## src/hw/rtl/ctw_pkg.sv

```systemverilog
// Shared constants, types and register codes of the census transform window.
package ctw_pkg;

	localparam int MAX_WIDTH    = 1024;
	localparam int HEIGHT_LIMIT = 1024;
	localparam int VERT_RADIUS  = 4;
	localparam int HORIZ_RADIUS = 3;

	localparam int WIN_ROWS = 2 * VERT_RADIUS + 1;
	localparam int WIN_COLS = 2 * HORIZ_RADIUS + 1;
	localparam int WORD_W   = WIN_ROWS * WIN_COLS;
	localparam int TDATA_W  = ((WORD_W + 7) / 8) * 8;

	localparam int PIX_W  = 8;
	localparam int SIZE_W = 11;
	localparam int COL_W  = $clog2(MAX_WIDTH);
	localparam int ROW_W  = $clog2(HEIGHT_LIMIT);
	localparam int OFF_W  = $clog2((WIN_ROWS - 1) * WIN_COLS + 1);

	localparam int CFG_IDX_W = 2;
	localparam logic [CFG_IDX_W-1:0] REG_IMAGE_WIDTH  = CFG_IDX_W'(0);
	localparam logic [CFG_IDX_W-1:0] REG_IMAGE_HEIGHT = CFG_IDX_W'(1);

	// window: [column, oldest first][row, top first][pixel]
	typedef logic [WIN_COLS-1:0][WIN_ROWS-1:0][PIX_W-1:0] win_t;

	// centre position and frame marks travelling with a window
	typedef struct packed {
		logic             emit;
		logic             last;
		logic [ROW_W-1:0] row;
		logic [COL_W-1:0] col;
	} ctr_info_t;

endpackage

```

## src/hw/rtl/ctw_pack.sv

```systemverilog
// Census compare, border clipping and bit packing: two register stages.
module ctw_pack (
	input  logic                        clk,
	input  logic                        arst_n,
	input  logic                        adv,
	input  logic                        in_valid,
	input  ctw_pkg::ctr_info_t          info,
	input  ctw_pkg::win_t               win,
	input  logic [ctw_pkg::SIZE_W-1:0]  width,
	input  logic [ctw_pkg::SIZE_W-1:0]  height,
	output logic                        out_valid,
	output logic [ctw_pkg::WORD_W-1:0]  out_word,
	output logic                        out_last
);

	localparam int RS_W = ctw_pkg::SIZE_W + 1;
	localparam int TC_W = $clog2(ctw_pkg::VERT_RADIUS + 1);
	localparam int LC_W = $clog2(ctw_pkg::HORIZ_RADIUS + 1);
	localparam int NC_W = $clog2(ctw_pkg::WIN_COLS + 1);

	logic [ctw_pkg::PIX_W-1:0]    centre;
	logic [ctw_pkg::WIN_ROWS-1:0] row_ok;
	logic [ctw_pkg::WIN_COLS-1:0] col_ok;
	logic [TC_W-1:0]              top_clip;
	logic [LC_W-1:0]              left_clip;
	logic [NC_W-1:0]              ncols;
	logic [ctw_pkg::WIN_ROWS-1:0][ctw_pkg::WIN_COLS-1:0] gt;
	logic [ctw_pkg::WIN_ROWS-1:0][ctw_pkg::WIN_COLS-1:0] comp;
	logic [ctw_pkg::WIN_ROWS-1:0][ctw_pkg::OFF_W-1:0]    off;

	logic                                                 v_s3;
	logic                                                 last_s3;
	logic [ctw_pkg::WIN_ROWS-1:0][ctw_pkg::WIN_COLS-1:0] comp_s3;
	logic [ctw_pkg::WIN_ROWS-1:0][ctw_pkg::OFF_W-1:0]    off_s3;
	logic [ctw_pkg::WORD_W-1:0]                           word;

	logic                        v_s4;
	logic                        last_s4;
	logic [ctw_pkg::WORD_W-1:0]  word_s4;

	// stage 2: compare against centre, clip, squeeze each row to its in-bound columns
	always_comb begin
		centre = win[ctw_pkg::HORIZ_RADIUS][ctw_pkg::VERT_RADIUS];
		top_clip = (info.row < ctw_pkg::ROW_W'(ctw_pkg::VERT_RADIUS))
			? TC_W'(ctw_pkg::VERT_RADIUS) - TC_W'(info.row) : '0;
		left_clip = (info.col < ctw_pkg::COL_W'(ctw_pkg::HORIZ_RADIUS))
			? LC_W'(ctw_pkg::HORIZ_RADIUS) - LC_W'(info.col) : '0;
		ncols = '0;
		for (int j = 0; j < ctw_pkg::WIN_COLS; j++) begin
			col_ok[j] = (RS_W'(info.col) + RS_W'(j) >= RS_W'(ctw_pkg::HORIZ_RADIUS))
				&& (RS_W'(info.col) + RS_W'(j)
					<= RS_W'(width) + RS_W'(ctw_pkg::HORIZ_RADIUS - 1));
			ncols = ncols + NC_W'(col_ok[j]);
		end
		for (int i = 0; i < ctw_pkg::WIN_ROWS; i++) begin
			row_ok[i] = (RS_W'(info.row) + RS_W'(i) >= RS_W'(ctw_pkg::VERT_RADIUS))
				&& (RS_W'(info.row) + RS_W'(i)
					<= RS_W'(height) + RS_W'(ctw_pkg::VERT_RADIUS - 1));
			for (int j = 0; j < ctw_pkg::WIN_COLS; j++) begin
				gt[i][j] = win[j][i] > centre;
			end
			comp[i] = row_ok[i] ? ((gt[i] & col_ok) >> left_clip) : '0;
			// bit offset of this row in the packed word
			off[i] = (ctw_pkg::OFF_W'(i) - ctw_pkg::OFF_W'(top_clip))
				* ctw_pkg::OFF_W'(ncols);
		end
	end

	// stage 3: place each squeezed row at its offset
	always_comb begin
		word = '0;
		for (int i = 0; i < ctw_pkg::WIN_ROWS; i++) begin
			word = word | (ctw_pkg::WORD_W'(comp_s3[i]) << off_s3[i]);
		end
	end

	always_ff @(posedge clk or negedge arst_n) begin
		if (!arst_n) begin
			v_s3 <= 1'b0;
			v_s4 <= 1'b0;
		end else if (adv) begin
			v_s3 <= in_valid;
			v_s4 <= v_s3;
		end
	end

	always_ff @(posedge clk) begin
		if (adv) begin
			comp_s3 <= comp;
			off_s3  <= off;
			last_s3 <= info.last;
			word_s4 <= word;
			last_s4 <= last_s3;
		end
	end

	assign out_valid = v_s4;
	assign out_word  = word_s4;
	assign out_last  = last_s4;

endmodule

```

## config.mk

```make
export PLATFORM = sky130hd
export DESIGN_NAME = ctw_pack
export DESIGN_NICKNAME = d
export VERILOG_FILES = /design/src/hw/rtl/ctw_pkg.sv /design/src/hw/rtl/ctw_pack.sv
export SDC_FILE = /design/constraint.sdc
export NUM_CORES = 2
export LEC_CHECK = 0
export ABC_AREA = 1
export BUFFER_PORTS_ARGS = -buffer_cell sky130_fd_sc_hd__buf_2
export CAP_MARGIN = 20
export CORE_MARGIN = 2
export CORE_UTILIZATION = 60
export DETAILED_ROUTE_END_ITERATION = 16
export PLACE_DENSITY = 0.85
export SYNTH_ARGS = -nofsm -noshare
export SYNTH_HDL_FRONTEND = slang
export SYNTH_SLANG_ARGS = --single-unit
```

## constraint.sdc

```tcl
create_clock -name clk -period 5.35 [get_ports clk]
set_clock_uncertainty 0.2 [all_clocks]
set_input_delay 0 -clock clk [delete_from_list [all_inputs] [get_ports clk]]
set_output_delay 0 -clock clk [all_outputs]
set_load 0.02 [all_outputs]
```

==> flow_summary.ini, run 1 <==
[synthesis]
synth_seq_cells = 171
synth_top_area_share_pct = 26.1
yosysWarnings = 0
ys.flop_type = edfxtp_1
yosysMostFrequentCell = nand2_1
synth_area_leader_cell = ha_1
synth_edf_count = 169
yosysUniqueCellTypes = 64
syn_avg_cell_area_um2 = 6.69
syn-num-nets = 6592
synthTopCellsByCount = 1201 x nand2_1, 737 x ha_1, 489 x inv_1
async_reset_ff_share_pct = 1.17
synth_area_um2 = 35300
postSynthCellCount = 5280
synth_seq_area_share_pct = 14.5
yosys-top-cells-area = ha_1 26%, edfxtp_1 14%, nand2_1 13%

[floorplan]
io_pins = 617
rows = 88
dieWidth_um = 247
die_h_um = 247
initial_utilization_pct = 61.0

[clock_tree]
clock_path_buffers = 2
cts_root_buf = clkbuf_16
cts_num_sinks = 171
cts_htree_levels = 4
numCtsBuffers = 17

[global_routing]
track_usage_pct = 65.5
grt-ovfl-total = 4
antenna_found_initial = 31
grt_max_degree = 123

[place]
gp_congestion = 1.28
io_buffers = 615
hpwl_um = 136000

[run_status]
first-error = [ERROR GRT-0232] Routing congestion too high. Check the congestion heatmap in the GUI.
stop_stage = global routing (5_1_grt)
status = aborted with a tool error

[timing]
endpoint_type = register data pin
worst_endpoint = off_s3[5]$_DFFE_PP_/D
## cells by family after synthesis
group / synth area share [%]
simple gates: 30.9
compound gates: 16.4
fa+ha+maj: 27.4
buf+inv: 7.72
flops: 14.5
xor+xnor: 2.83
mux: 0.283
## per-layer routing
layer / GRT usage (%) / overflow
met1: 67.8 / 0
met2: 86.8 / 1
met3: 45.1 / 1
met4: 57.2 / 2
met5: 16.7 / 0
## what timing repair did
action                     4_1_cts
hold endpoints to repair        56
hold buffers                     7
gates resized for setup        156
pin swaps                      108
buffers inserted                99
cloned                           0
setup endpoints to repair       34
## through the flow
step / cells / hold WS, ns / worst slack (ns) / TNS [ns] / area, um^2
CTS: 6899 / 0.0335 / -0.693 / -27.22 / 43200
floorplan: 5280 / -0.496 / -0.904 / -19.10 / 35600
detailed placement: 6766 / -0.406 / -1.29 / -32.81 / 41100
global placement: 6766 / -0.413 / -1.15 / -29.73 / 41100
==> inputs of run 2 (changes only) <==
Settings changed: CORE_UTILIZATION 60 to 40, PLACE_DENSITY 0.85 to not set, PLACE_DENSITY_LB_ADDON set to 0.15.
==> run 2 against run 1 <==
Against the previous run: the flow now finishes, with violations (setup timing); area after synthesis stayed put; synthesized cell count stayed put.
==> flow_summary.ini, run 2 <==
[floorplan]
io_pins = 617
die_h_um = 301
rows = 108
dieWidth_um = 301
initial_utilization_pct = 40.5
dieArea_um2 = 90700
core_um2 = 87200

[synthesis]
syn-num-nets = 6592
synth_area_leader_cell = ha_1
yosysWarnings = 0
syn_avg_cell_area_um2 = 6.69
synth_seq_area_share_pct = 14.5
synth_compound_area_share_pct = 16.4
synthAdderAreaFrac_pct = 27.4
synth-simple-area-share_pct = 30.9
synthTopCellsByCount = 1201 x nand2_1, 737 x ha_1, 489 x inv_1
yosysMostFrequentCell = nand2_1
yosys-top-cells-area = ha_1 26%, edfxtp_1 14%, nand2_1 13%
async_reset_ff_share_pct = 1.17
synth_area_um2 = 35300
yosysUniqueCellTypes = 64
synth_xor_xnor_area_share_pct = 2.83
postSynthCellCount = 5280
synth_top_area_share_pct = 26.1
ys.flop_type = edfxtp_1
synth_seq_cells = 171
synth_top_family_by_area = simple AND/OR/NAND/NOR gates
synthMuxAreaShare_pct = 0.283
synth_edf_count = 169

[critical_path]
reg2reg_from = off_s3[0]
cp.arrival_ns = 5.92
rrSetupSlack_ns = 1.30
crit_path_frequent_cell = nand2_1
end_kind = register
reg2regPathDepth = 11
start_kind = primary input
slowest_stage = fa_1
critical_path_required_ns = 5.38
critical_path.endpoint = off_s3[29]
cp_max_fo = 5
timing.rr.end = out_word[41]
path_class = primary input to register
max_stage_delay_ns = 0.54
crit_start = info[2]

[drt]
wl_met2_um = 78900
via_per_inst = 5.86
dr.pass1.iters = 8
vias = 42600
ant_nets = 0
drc = 0
topRoutingLayerUsed = met5
drt-initial-drc-count = 4506
wirelength_met1_um = 69900
wl_met3_um = 16700
routedWlPerCell_um = 24.6
drt-total-wl_um = 179000

[clock_tree]
cts_tree = yes
cts_num_sinks = 171
clock_path_buffers = 2
cts_htree_levels = 4
clk_pin_slew_ns = 0.07
numCtsBuffers = 17
clock_latency_ns = 0.50
cts_root_buf = clkbuf_16

[layout]
fin_cells = 7279
drive_gt1_share_pct = 19.8
final_common_cell = nand2_1
areaGrowthSynthToFinish_pct = 23.0
stdcell_area_um2 = 43400
layout_common_cells = 1194 x nand2_1, 695 x ha_1, 610 x buf_2
nNetsFinal = 7391

[pwr]
p_per_area_nw_per_um2 = 320
vdd_ir_drop_max_mv = 0.279
leakagePower_uw = 0.0216

[timing]
tns_ns = -10.19
finalMaxSlewViolations = 0
layout_min_cycle_time_ns = 5.89
rsz0062_at_grt = true
clock.fmax_mhz = 170
whs_ns = 0.0547
hold_viol = 0
setup_violations = 28
tightest_slew_ns = 1.35
fin_crit_sh_pct = 110
relSlewSlack_pct = 9.44
postLayoutSetupSlackWorst_ns = -0.539

[global_routing]
grt_max_degree = 121
grt_pass1_vias = 40400
grt_pass1_wl_um = 258000
track_usage_pct = 38.1
grt-ovfl-total = 0
antenna_found_initial = 41

[place]
gp_congestion = 1.15
placed_area_um2 = 41700
hpwl_um = 145000
io_buffers = 615
dp_slack_ns = -1.33
post-place-cells = 7179

[run_status]
status = complete, but fails checks
violations = setup timing

[min_path]
worst_hold_path_type = primary input to register

[job]
drv_cap = 0
-- run 2: cell counts after synthesis --
No cell type changed its count.
-- run 2: layout make-up --
class / instances / area, um^2
clock inverter: 14 / 196
sequential: 171 / 5120
timing repair buffer: 965 / 5900
fill: 9025 / 43700
antenna: 32 / 80.1
inverter: 520 / 1960
clock buffer: 18 / 429
multi-input combinational: 4404 / 28300
tap: 1155 / 1450
-- run 2: kinds of logic (layout without fill, tap and decap cells) --
logic type	count (synthesis)	in the layout
simple gates	2513	2513
compound gates	1007	1007
fa+ha+maj	760	760
buf+inv	705	1517
flops	171	171
xor+xnor	114	114
mux	10	10
other cells	0	32
-- run 2: worst min-delay path by stage --
stage | slack, ns | to | depth (start not counted) | from
CTS | 0.04 | last_s3 | 2 | info[20]
finish | 0.05 | last_s3 | 2 | info[20]
global route | 0.06 | last_s3 | 2 | info[20]
global placement | -0.41 | out_valid | 1 | arst_n
floorplan | -0.50 | out_valid | 0 | arst_n
detailed placement | -0.41 | out_valid | 1 | arst_n
-- run 2: routing by layer --
layer / up-vias / global-route usage, %
met5: - / 0
met4: 12 / 23.2
met3: 640 / 9.21
met2: 2350 / 61.3
met1: 19500 / 45.8
li1: 20100 / -
-- run 2: what timing repair did --
item	in CTS	in global routing
cloned	1	0
endpoints found under the hold margin	56	0
setup endpoints to repair	35	35
pin swaps	71	46
gates resized for setup	87	61
buffers inserted	20	11
hold buffers	8	0
-- run 2: power breakdown --
part	switching [uW]	total (uW)	leakage (uW)	internal, uW
Sequential	468	2600	0.00167	2130
Combinational	6850	9920	0.0196	3080
Clock	689	1370	0.000302	679
Total	8000	13900	0.0216	5890
-- run 2: worst max-delay path: cells and delay by family --
kind,cells,cell delay [ns]
adders and majority gates,8,3.09
buffers and inverters,8,0.80
and+or+nand+nor,15,1.62
xor gates and xnor gates,3,0.41
-- run 2: per-stage QoR --
step	power, uW	utilization (%)
detailed placement	11700	47.9
finish	13900	49.8
global placement	11700	47.9
CTS	13200	49.3
global route	14600	49.8
floorplan	7770	-
Note: power is estimated with default switching activity, not from simulation.
